$ cat config.mk
export PLATFORM = sky130hd
export DESIGN_NAME = region_dirty_range_tracker
export DESIGN_NICKNAME = d
export VERILOG_FILES = /design/src/sv/rdrt_pkg.sv /design/src/sv/rdrt_entry_mem.sv /design/src/sv/rdrt_entry_upd.sv /design/src/sv/region_dirty_range_tracker.sv
export SDC_FILE = /design/constraint.sdc
export NUM_CORES = 2
export LEC_CHECK = 0
export BUFFER_PORTS_ARGS = -buffer_cell sky130_fd_sc_hd__buf_2
export CAP_MARGIN = 5
export CORE_UTILIZATION = 57
export CTS_BUF_LIST = sky130_fd_sc_hd__clkbuf_8 sky130_fd_sc_hd__clkbuf_16
export CTS_CLUSTER_DIAMETER = 60
export DETAILED_ROUTE_END_ITERATION = 6
export GPL_ROUTABILITY_DRIVEN = 0
export GPL_TIMING_DRIVEN = 0
export PLACE_DENSITY = 0.82
export SLEW_MARGIN = 20
export SYNTH_ARGS = -nofsm -noshare
export SYNTH_HDL_FRONTEND = slang
export SYNTH_HIERARCHICAL = 1
export SYNTH_SLANG_ARGS = --single-unit
$ cat constraint.sdc
create_clock -name clk -period 25.8 [get_ports clk]
set_input_delay 2.58 -clock clk [delete_from_list [all_inputs] [get_ports clk]]
set_output_delay 2.58 -clock clk [all_outputs]
set_load 0.05 [all_outputs]
$ cat src/sv/rdrt_pkg.sv
// Types and codes shared by the region dirty-range tracker.
// Depends on nothing; every other file imports it.
package rdrt_pkg;

    typedef enum logic [3:0] {
        MODE_DEFINE      = 4'd0,
        MODE_UPDATE      = 4'd1,
        MODE_UPDATE_ALL  = 4'd2,
        MODE_REALLOC     = 4'd3,
        MODE_REALLOC_ALL = 4'd4,
        MODE_BLIT        = 4'd5,
        MODE_BLIT_ALL    = 4'd6,
        MODE_RENDER      = 4'd7,
        MODE_RENDER_ALL  = 4'd8,
        MODE_LOCK        = 4'd9,
        MODE_PRELOAD     = 4'd10,
        MODE_SET_PHASE   = 4'd11,
        MODE_QUERY       = 4'd12
    } mode_t;

    localparam logic [2:0] PH_REALLOC = 3'd0;
    localparam logic [2:0] PH_BLIT    = 3'd1;
    localparam logic [2:0] PH_RENDER  = 3'd2;
    localparam logic [2:0] PH_SYNC    = 3'd3;
    localparam logic [2:0] PH_NOTSYNC = 3'd4;

    typedef enum logic [2:0] {
        ST_IDLE,
        ST_EXEC,
        ST_SW_RD,
        ST_SW_WR,
        ST_FIN_RD
    } state_t;

    typedef struct packed {
        logic [2:0]  phase;
        logic [31:0] first;
        logic [31:0] last;
        logic [31:0] end_byte;
        logic [31:0] reallocs;
        logic        locked;
        logic        preloaded;
    } entry_t;

    localparam int ENTRY_W = $bits(entry_t);

endpackage

$ cat src/sv/rdrt_entry_mem.sv
// Region entry store: one write port, one read port with registered data.
// Depends on rdrt_pkg for the entry record.
module rdrt_entry_mem
    import rdrt_pkg::*;
#(
    parameter int DEPTH = 16,
    parameter int AW    = 4
)
(
    input  logic          clk,
    input  logic          rd_en,
    input  logic [AW-1:0] rd_addr,
    output entry_t        rd_data,
    input  logic          wr_en,
    input  logic [AW-1:0] wr_addr,
    input  entry_t        wr_data
);

    entry_t ram [DEPTH];
    entry_t rd_data_reg;

    always_ff @(posedge clk)
    begin
        if (wr_en)
        begin
            ram[wr_addr] <= wr_data;
        end
    end

    always_ff @(posedge clk)
    begin
        if (rd_en)
        begin
            rd_data_reg <= ram[rd_addr];
        end
    end

    assign rd_data = rd_data_reg;

endmodule

$ cat src/sv/rdrt_entry_upd.sv
// Entry modify logic: applies one operation to a region record.
// Depends on rdrt_pkg for modes, phase codes and the entry record.
module rdrt_entry_upd
    import rdrt_pkg::*;
(
    input  mode_t       op,
    input  logic        cur_valid,
    input  entry_t      cur,
    input  logic [31:0] start_byte,
    input  logic [31:0] last_byte,
    input  logic [31:0] region_end_byte,
    input  logic        flag_value,
    input  logic [2:0]  new_phase,
    output entry_t      nxt,
    output logic        realloc_inc
);

    logic [31:0] eff_last;

    always_comb
    begin
        nxt         = cur;
        realloc_inc = 1'b0;
        eff_last    = (last_byte == 32'd0) ? cur.end_byte : last_byte;
        unique case (op)
            MODE_DEFINE:
            begin
                if (!cur_valid)
                begin
                    nxt.phase     = PH_REALLOC;
                    nxt.first     = 32'd0;
                    nxt.last      = 32'd0;
                    nxt.reallocs  = 32'd0;
                    nxt.locked    = 1'b0;
                    nxt.preloaded = 1'b0;
                end
                else if (cur.phase != PH_REALLOC)
                begin
                    nxt.phase     = PH_REALLOC;
                    nxt.reallocs  = cur.reallocs + 32'd1;
                    nxt.locked    = 1'b0;
                    nxt.preloaded = 1'b0;
                    realloc_inc   = 1'b1;
                end
                nxt.end_byte = region_end_byte;
            end
            MODE_UPDATE:
            begin
                if (cur.phase == PH_SYNC)
                begin
                    nxt.phase = PH_NOTSYNC;
                    nxt.first = start_byte;
                    nxt.last  = eff_last;
                end
                else if (cur.phase == PH_NOTSYNC)
                begin
                    if (cur.first > start_byte)
                    begin
                        nxt.first = start_byte;
                    end
                    if (cur.last < eff_last)
                    begin
                        nxt.last = eff_last;
                    end
                end
            end
            MODE_REALLOC:
            begin
                if (cur.phase != PH_REALLOC)
                begin
                    nxt.phase    = PH_REALLOC;
                    nxt.reallocs = cur.reallocs + 32'd1;
                    nxt.locked   = 1'b0;
                    realloc_inc  = 1'b1;
                end
            end
            MODE_BLIT:      nxt.phase     = PH_BLIT;
            MODE_RENDER:    nxt.phase     = PH_RENDER;
            MODE_LOCK:      nxt.locked    = flag_value;
            MODE_PRELOAD:   nxt.preloaded = flag_value;
            MODE_SET_PHASE:
            begin
                if (new_phase <= PH_NOTSYNC)
                begin
                    nxt.phase = new_phase;
                end
            end
            default:
            begin
                nxt = cur;
            end
        endcase
    end

endmodule

$ cat src/sv/region_dirty_range_tracker.sv
// Region dirty-range tracker top level: sequencer, valid bits, global count.
// Depends on rdrt_pkg, rdrt_entry_mem and rdrt_entry_upd.
//
//   channel   handshake        payload
//   command   start / busy     mode, region_index, start_byte, last_byte,
//                              region_end_byte, flag_value, new_phase
//   result    done (1 cycle)   error, phase, range_first, range_last,
//                              region_realloc_count, locked, preloaded,
//                              total_realloc_count
//
// Single-region word: read at accept, modify and write back next cycle,
// result strobed in the cycle after; busy holds off a new word until the write-back is done.
// All-region word: a sweep over the entry store, reading each entry (ST_SW_RD) and
// writing back the valid ones (ST_SW_WR), then a read of the addressed entry (ST_FIN_RD) and the result.
// Reset clears the valid bits and the global count; no clearing pass.
// The receiver cannot stall; busy holds off commands while a word is in work.
module region_dirty_range_tracker
    import rdrt_pkg::*;
#(
    parameter int REGIONS = 16
)
(
    input  logic        clk,
    input  logic        rst_n,
    input  logic        start,
    output logic        busy,
    input  logic [3:0]  mode,
    input  logic [3:0]  region_index,
    input  logic [31:0] start_byte,
    input  logic [31:0] last_byte,
    input  logic [31:0] region_end_byte,
    input  logic        flag_value,
    input  logic [2:0]  new_phase,
    output logic        done,
    output logic        error,
    output logic [2:0]  phase,
    output logic [31:0] range_first,
    output logic [31:0] range_last,
    output logic [31:0] region_realloc_count,
    output logic        locked,
    output logic        preloaded,
    output logic [31:0] total_realloc_count
);

    localparam int IW = (REGIONS > 1) ? $clog2(REGIONS) : 1;
    localparam logic [IW-1:0] LAST_IDX = IW'(REGIONS - 1);

    state_t            state_reg, state_next;
    mode_t             mode_reg, mode_next;
    logic              all_reg, all_next;
    logic              inr_reg, inr_next;
    logic [IW-1:0]     addr_reg, addr_next;
    logic [31:0]       sb_reg, sb_next;
    logic [31:0]       lb_reg, lb_next;
    logic [31:0]       eb_reg, eb_next;
    logic              fv_reg, fv_next;
    logic [2:0]        np_reg, np_next;
    logic [IW-1:0]     cnt_reg, cnt_next;
    logic [REGIONS-1:0] valid_reg, valid_next;
    logic [31:0]       global_reg, global_next;
    logic              done_reg, done_next;
    logic              error_reg, error_next;
    entry_t            res_reg, res_next;

    logic              accept;
    mode_t             in_mode;
    logic              in_all;
    logic              mem_rd_en;
    logic [IW-1:0]     mem_rd_addr;
    entry_t            mem_rd_data;
    logic              mem_wr_en;
    logic [IW-1:0]     mem_wr_addr;
    mode_t             upd_op;
    logic              upd_valid;
    logic [31:0]       upd_sb;
    logic [31:0]       upd_lb;
    entry_t            upd_nxt;
    logic              upd_inc;
    logic              ok;

    assign accept  = start && !busy;
    assign busy    = (state_reg != ST_IDLE);
    assign in_mode = mode_t'(mode);
    assign in_all  = (in_mode == MODE_UPDATE_ALL) || (in_mode == MODE_REALLOC_ALL) ||
                     (in_mode == MODE_BLIT_ALL) || (in_mode == MODE_RENDER_ALL);
    assign ok      = inr_reg && valid_reg[addr_reg];

    rdrt_entry_mem #(
        .DEPTH (REGIONS),
        .AW    (IW)
    ) u_mem (
        .clk     (clk),
        .rd_en   (mem_rd_en),
        .rd_addr (mem_rd_addr),
        .rd_data (mem_rd_data),
        .wr_en   (mem_wr_en),
        .wr_addr (mem_wr_addr),
        .wr_data (upd_nxt)
    );

    rdrt_entry_upd u_upd (
        .op              (upd_op),
        .cur_valid       (upd_valid),
        .cur             (mem_rd_data),
        .start_byte      (upd_sb),
        .last_byte       (upd_lb),
        .region_end_byte (eb_reg),
        .flag_value      (fv_reg),
        .new_phase       (np_reg),
        .nxt             (upd_nxt),
        .realloc_inc     (upd_inc)
    );

    always_ff @(posedge clk or negedge rst_n)
    begin
        if (!rst_n)
        begin
            state_reg  <= ST_IDLE;
            valid_reg  <= '0;
            global_reg <= 32'd0;
            done_reg   <= 1'b0;
            cnt_reg    <= '0;
        end
        else
        begin
            state_reg  <= state_next;
            valid_reg  <= valid_next;
            global_reg <= global_next;
            done_reg   <= done_next;
            cnt_reg    <= cnt_next;
        end
    end

    always_ff @(posedge clk)
    begin
        mode_reg  <= mode_next;
        all_reg   <= all_next;
        inr_reg   <= inr_next;
        addr_reg  <= addr_next;
        sb_reg    <= sb_next;
        lb_reg    <= lb_next;
        eb_reg    <= eb_next;
        fv_reg    <= fv_next;
        np_reg    <= np_next;
        error_reg <= error_next;
        res_reg   <= res_next;
    end

    always_comb
    begin
        state_next  = state_reg;
        mode_next   = mode_reg;
        all_next    = all_reg;
        inr_next    = inr_reg;
        addr_next   = addr_reg;
        sb_next     = sb_reg;
        lb_next     = lb_reg;
        eb_next     = eb_reg;
        fv_next     = fv_reg;
        np_next     = np_reg;
        cnt_next    = cnt_reg;
        valid_next  = valid_reg;
        global_next = global_reg;
        done_next   = 1'b0;
        error_next  = error_reg;
        res_next    = res_reg;
        mem_rd_en   = 1'b0;
        mem_rd_addr = addr_reg;
        mem_wr_en   = 1'b0;
        mem_wr_addr = addr_reg;
        upd_op      = MODE_QUERY;
        upd_valid   = 1'b1;
        upd_sb      = sb_reg;
        upd_lb      = lb_reg;

        unique case (state_reg)
            ST_IDLE:
            begin
                mem_rd_addr = IW'(region_index);
                if (accept)
                begin
                    mem_rd_en  = 1'b1;
                    mode_next  = in_mode;
                    all_next   = in_all;
                    inr_next   = (32'(region_index) < 32'(REGIONS));
                    addr_next  = IW'(region_index);
                    sb_next    = start_byte;
                    lb_next    = last_byte;
                    eb_next    = region_end_byte;
                    fv_next    = flag_value;
                    np_next    = new_phase;
                    cnt_next   = '0;
                    state_next = in_all ? ST_SW_RD : ST_EXEC;
                end
            end
            ST_SW_RD:
            begin
                mem_rd_en   = 1'b1;
                mem_rd_addr = cnt_reg;
                state_next  = ST_SW_WR;
            end
            ST_SW_WR:
            begin
                unique case (mode_reg)
                    MODE_UPDATE_ALL:  upd_op = MODE_UPDATE;
                    MODE_REALLOC_ALL: upd_op = MODE_REALLOC;
                    MODE_BLIT_ALL:    upd_op = MODE_BLIT;
                    MODE_RENDER_ALL:  upd_op = MODE_RENDER;
                    default:          upd_op = MODE_QUERY;
                endcase
                upd_sb      = 32'd0;
                upd_lb      = 32'd0;
                mem_wr_addr = cnt_reg;
                mem_wr_en   = valid_reg[cnt_reg];
                global_next = global_reg + {31'd0, upd_inc && valid_reg[cnt_reg]};
                if (cnt_reg == LAST_IDX)
                begin
                    state_next = ST_FIN_RD;
                end
                else
                begin
                    cnt_next   = cnt_reg + 1'b1;
                    state_next = ST_SW_RD;
                end
            end
            ST_FIN_RD:
            begin
                mem_rd_en   = 1'b1;
                mem_rd_addr = addr_reg;
                state_next  = ST_EXEC;
            end
            ST_EXEC:
            begin
                upd_op    = all_reg ? MODE_QUERY : mode_reg;
                upd_valid = valid_reg[addr_reg];
                if (!all_reg && (mode_reg == MODE_DEFINE))
                begin
                    mem_wr_en = inr_reg;
                    if (inr_reg)
                    begin
                        valid_next[addr_reg] = 1'b1;
                    end
                    error_next = !inr_reg;
                end
                else
                begin
                    mem_wr_en  = ok;
                    error_next = !ok;
                end
                global_next = global_reg + {31'd0, upd_inc && mem_wr_en};
                res_next    = error_next ? '0 : upd_nxt;
                done_next   = 1'b1;
                state_next  = ST_IDLE;
            end
            default:
            begin
                state_next = ST_IDLE;
            end
        endcase
    end

    assign done                 = done_reg;
    assign error                = error_reg;
    assign phase                = res_reg.phase;
    assign range_first          = res_reg.first;
    assign range_last           = res_reg.last;
    assign region_realloc_count = res_reg.reallocs;
    assign locked               = res_reg.locked;
    assign preloaded            = res_reg.preloaded;
    assign total_realloc_count  = global_reg;

`ifndef SYNTHESIS
    a_done_after_exec: assert property (@(posedge clk) disable iff (!rst_n)
        done |-> $past(state_reg == ST_EXEC))
        else $error("result strobe without a finished word");

    a_error_zero: assert property (@(posedge clk) disable iff (!rst_n)
        (done && error) |-> (phase == 3'd0 && range_first == 32'd0 &&
                             range_last == 32'd0 && region_realloc_count == 32'd0 &&
                             !locked && !preloaded))
        else $error("error result carries entry fields");

    a_global_step: assert property (@(posedge clk) disable iff (!rst_n)
        !$stable(global_reg) |->
            ($past(state_reg == ST_EXEC || state_reg == ST_SW_WR) &&
             global_reg == $past(global_reg) + 32'd1))
        else $error("global realloc count moved outside a write-back");

    a_valid_sticky: assert property (@(posedge clk) disable iff (!rst_n)
        1'b1 |-> (($past(valid_reg) & ~valid_reg) == '0))
        else $error("region valid bit dropped");

    a_busy_after_accept: assert property (@(posedge clk) disable iff (!rst_n)
        (start && !busy) |=> busy)
        else $error("command accepted without going busy");
`endif

endmodule
# Word-level counts from Yosys, hierarchy flattened

Memories as Yosys holds them, arrays and structs flattened. A register that Yosys moved wholly into a read port is not among the register bits.
Index checks and enable logic that the tools add are counted.

Add/subtract/negate cells: 4
$mul: 0
Divide/modulo/power cells: 0
Magnitude comparators: 6
Equal/unequal tests: 24
Shifts and indexed selects: 0
Mux-type cells: 54
Bitwise operators: 1
Reduce and logical (&&, ||, !) cells: 23

Operators by type and width:

| operator                                                   | count |
|---|---|
| two-way mux 32 bit                                         | 6 |
| two-way mux 64 bit                                         | 3 |
| one-hot mux 32 bit (2 select lines)                        | 2 |
| one-hot mux 64 bit (2 select lines)                        | 1 |
| two-way mux 34 bit                                         | 2 |
| adder 32 x 1 -> 32 bit                                     | 2 |
| two-way mux 33 bit                                         | 1 |
| adder 32 x 1 -> 32 bit, second input constant              | 1 |
| greater-than comparator 32 bit                             | 1 |
| zero test 32 bit                                           | 1 |
| less-than comparator 32 bit                                | 1 |
| == test 4 x 3 -> 1 bit, second input constant              | 6 |
| == test 4 bit, second input constant                       | 6 |
| one-hot mux 4 bit (2 select lines)                         | 3 |
| two-way mux 3 bit                                          | 6 |
| one-hot mux 3 bit (6 select lines)                         | 1 |
| two-way mux 4 bit                                          | 4 |
| OR 16 bit                                                  | 1 |
| one-hot mux 4 bit (4 select lines)                         | 1 |
| two-way mux 1 bit                                          | 14 |
| == test 4 x 2 -> 1 bit, second input constant              | 3 |
| one-hot mux 3 bit (4 select lines)                         | 1 |
| less-than comparator 4 x 5 -> 1 bit, second input constant | 2 |
| == test 3 x 2 -> 1 bit, second input constant              | 3 |
| 22 further kinds                                           | 40 |

Bits in registers: 267
Bits in latches: 0
RAM bits: 2,128
Bits in read-only memories: 0
Input bits: 111
Output and inout bits: 136
Logic and storage cells: 133
Memories: 1

Memories:

| name      | depth | bits a word | rd ports | clocked after Yosys merged registers in | wr ports | RTL line             | text |
|---|---|---|---|---|---|---|---|
| u_mem.ram | 16    | 133         | 1        | 1                                       | 1        | rdrt_entry_mem.sv:19 | `entry_t ram [DEPTH];` |

# Logic depth before layout (Yosys ltp)

Depth after elaboration: 9
Depth in mapped cells: 20
Depth with buffers taken out: 16

# Cells and area by module

Netlist, hierarchy kept.

Modules (own cells, without submodules):

| module                     | times used | cells each | area each (um^2) | seq. area each (um^2) |
|---|---|---|---|---|
| rdrt_entry_mem             | 1          | 3,483      | 83,971.8         | 67,895.1 |
| region_dirty_range_tracker | 1          | 694        | 10,578.9         | 7,737.4 |
| rdrt_entry_upd             | 1          | 601        | 4,058.9          | 0.0 |

# Least setup slack after synthesis

No wires, ideal clock.

Path type: input -> register
Start point: input port start
End point: register u_mem/rd_data[0] (netlist name)
Setup time: 0.822 ns
Arrival time: 12.381 ns
Data required time: 24.978 ns
Path slack: 12.598 ns
Stages on the path: 2
Path buffers: 0
Cell sequence: nor3_1 -> a211oi_1

Cells in the longest elaborated chain, start to end: 3

Ends and longest elaborated chain:

| element                            | RTL line                          | text |
|---|---|---|
| start: declaration                 | region_dirty_range_tracker.sv:25  | `input logic start,` |
| logical AND 1 bit                  | region_dirty_range_tracker.sv:81  | `assign accept = start && !busy;` |
| two-way mux 1 bit                  | region_dirty_range_tracker.sv:180 | `if (accept)` |
| one-hot mux 1 bit (2 select lines) | region_dirty_range_tracker.sv:176 | `unique case (state_reg)` |
| net mem_rd_en                      | region_dirty_range_tracker.sv:68  | `logic mem_rd_en;` |

The timed path passes the listed nets, and every way through them passes these cells.
A chain may end at the register's enable or synchronous reset.

==> results.md <==
* Outcome: finished with violations
* Failing checks: DRC
* Max reg flops at 2128
* Top post-synthesis cells by count: edfxtp_1, mux4_2, a22oi_1, nand2_1, and2_1
* Post-synth cell types at 70
* Critical Path AT at 10000 ps
* CTS H-Tree Depth at 4
* Max-slew violation count at 0
* # rows at roughly 150
* Multi-input gate area at approximately 22000 um2
* Clk root buf: clkbuf_16
* Fmax at 0.108 GHz
* Pre-CTS worst setup slack at 17690 ps
* # fillers at 9800
* CP Capture Type: flip-flop
* PnR worst setup slack at 16550 ps
* Global Route Usage Sum at around 34%
* Core ar. at 172000 um2
* Area leader, netlist: edfxtp_1
* Worst-path maximum fanout at 17
* Ports at 247
* Post-CTS Hold Buffers at 0
* WL/cell at 37.4 um
* Sequential area share after synthesis at 76.7%
* Relative slew slack at 15.5%
* Sinks on the clock net at around 2500
* Die height at ~420 um
* Total CTS buffers at about 230
* CTS tree: built
* Crit Path Category: reg -> reg
* Post-DP HPWL at roughly 180 mm
* Total of max-cap violations at 0
* Post-synthesis cell count at between 4000 and 5000
* Vias at 57880
* Drt drc at 18
* Post-CTS setup buffer count at 0
* Yosys warns at 6
* Worst vdd ir at 84.7 uV
* Largest net degree at the start of global routing at 62
* Die Wd at 418 um
* Unrepaired setup endpoints after global routing: no
* Clk pin slew, worst setup/hold paths at 60 ps
* Synth top area share at 75.3%
* Overflow after GRT at 0
* Required time of the critical path at 26540 ps
* Vias in the first global route at 56839
* Avg Vias per Cell at 7.22
* Syn Nets at just under 5000
* Layout cell share with drive strength beyond 1 at 29.2%
* Top-count cell post-synth: edfxtp_1
* Fin crit period at 9250 ps
* DRT iter0 DRCs at 11954
* FF/Latch Area at 75600 um2
* Avg Inst Size Synth at 20.6 um2
* Post-synth EDFFs at 2472
* Static Leak at 37.9 nW
* Clock Path Buffers at 3
* Nets at 5670
* Pwr dens at 120 nW/um2
* Layout area overhead at 16.2%
* Final Setup Violations at 0
* ANT nets after route at 0
* Layout Skew at between 70 and 80 ps
* Post-synthesis cell area at 98600 um2
* Worst Tran Pin Value at 1270 ps
* Post-synth ARST share at ~2.2%
* Prevailing post-synth register cell: edfxtp_1
* Hold crit path type: reg -> reg
* Routed WL at 300 mm
* Cts repair resizes at 0
* Port Buffers at 246
* Die area at 175000 um2
* DRT Pass-1 Iters at 7
* Dominant cells by area after synthesis: edfxtp_1, mux4_2, a22oi_1
* Seq cells post-synth at 2528
* Global-route wire length before repair at ~410 mm
* Crit start category: flip-flop
* Total negative slack at 0 ps
* Initial Util at 57.4%
* Final period util at 35.9%
* Tot Pwr at 13.8 mW
* Fin. Hold Viols at 0
* Clk_lat worst skew at 930 ps
* Antenna violations before repair at 17
## area by class of cell
class	instances	area share [%]
Sequential cell	2528	66.0
Multi-Input combinational cell	1951	19.1
Clock buffer	235	5.12
Timing Repair Buffer	480	4.12
Tap cell	2310	2.52
Clock inverter	205	1.76
Buffer	251	1.18
Inverter	48	0.162
Antenna cell	12	0.0262
## final timing paths
kind	startpoint	endpoint	slack [ps]	cells after the start
min	total_realloc_count[31]	total_realloc_count[31]	460	1
min reg2reg	total_realloc_count[31]	total_realloc_count[31]	460	1
max	state_reg[2]	range_last[18]	16550	20
min in group asynchronous	rst_n	done	1720	1
max in group asynchronous	rst_n	total_realloc_count[29]	23530	1
max reg2reg	state_reg[2]	range_last[18]	16550	20
## power breakdown
group | total, mW | switching [mW] | internal [mW]
clock network | 3.57 | 1.59 | 1.98
registers | 5.55 | 0.208 | 5.34
logic | 4.68 | 3.08 | 1.59
## routing by layer
metal / global-route usage (%) / up-vias / part of all wire, %
li1: - / 21269 / -
met1: 42.1 / 28769 / 31
met2: 52.6 / 6396 / 46
met3: 10.1 / 1436 / 15
met4: 21.6 / 10 / 8.1
met5: 0 / - / 0.023
## per-stage QoR
step / instance area, um2 / hold WS (ps) / std cells / utilization [%]
finish: 115000 / 463 / 8020 / 66.7
CTS: 114000 / 469 / 8008 / 66.6
global placement: 103000 / 452 / 7334 / 59.8
detailed placement: 107000 / 460 / 7568 / 62.0
floorplan: 98600 / 438 / 4778 / -
global route: 115000 / 485 / 8010 / 66.7
## kinds of logic after synthesis
logic type | share of synthesized area [%]
AND/OR/NAND/NOR | 3.47
AO/OA/AOI/OAI | 4.10
flip-flops | 76.7
XOR/XNOR | 0.293
buffers and inverters | 1.53
adder cells (fa/ha/maj) | 0.850
multiplexers | 13.1
## cell usage in the layout, fill, tap and decap left out, drive strengths merged, types with 32 or more instances in the layout
cell / netlist / routed
a21oi: 72 / 72
a22o: 35 / 35
a22oi: 226 / 226
and2: 173 / 173
buf: 147 / 627
clkbuf: 104 / 339
clkinv: 0 / 125
dfrtp: 56 / 56
edfxtp: 2472 / 2472
ha: 67 / 67
inv: 48 / 90
mux2: 106 / 106
mux2i: 34 / 34
mux4: 503 / 503
nand2: 180 / 180
nand3: 40 / 40
nor2: 66 / 66
nor2b: 38 / 38
o21ai: 93 / 93
o2bb2ai: 32 / 32
## worst max-delay path, cell delays in order, from the launching register on
cell	delay, ps
dfrtp_1	440
clkbuf_1	250
nand3b_1	260
clkbuf_2	470
clkbuf_1	570
and2_1	380
nor4_1	370
nand2_1	230
nor4_4	440
clkbuf_1	640
a21oi_1	330
ha_1	430
nand3_1	120
nor4_1	380
nand4_1	150
a211oi_1	740
o31ai_2	370
o21ai_2	800
clkbuf_1	860
o2bb2ai_1	580
and2_1	270
Power figures use the tool's default switching activity.
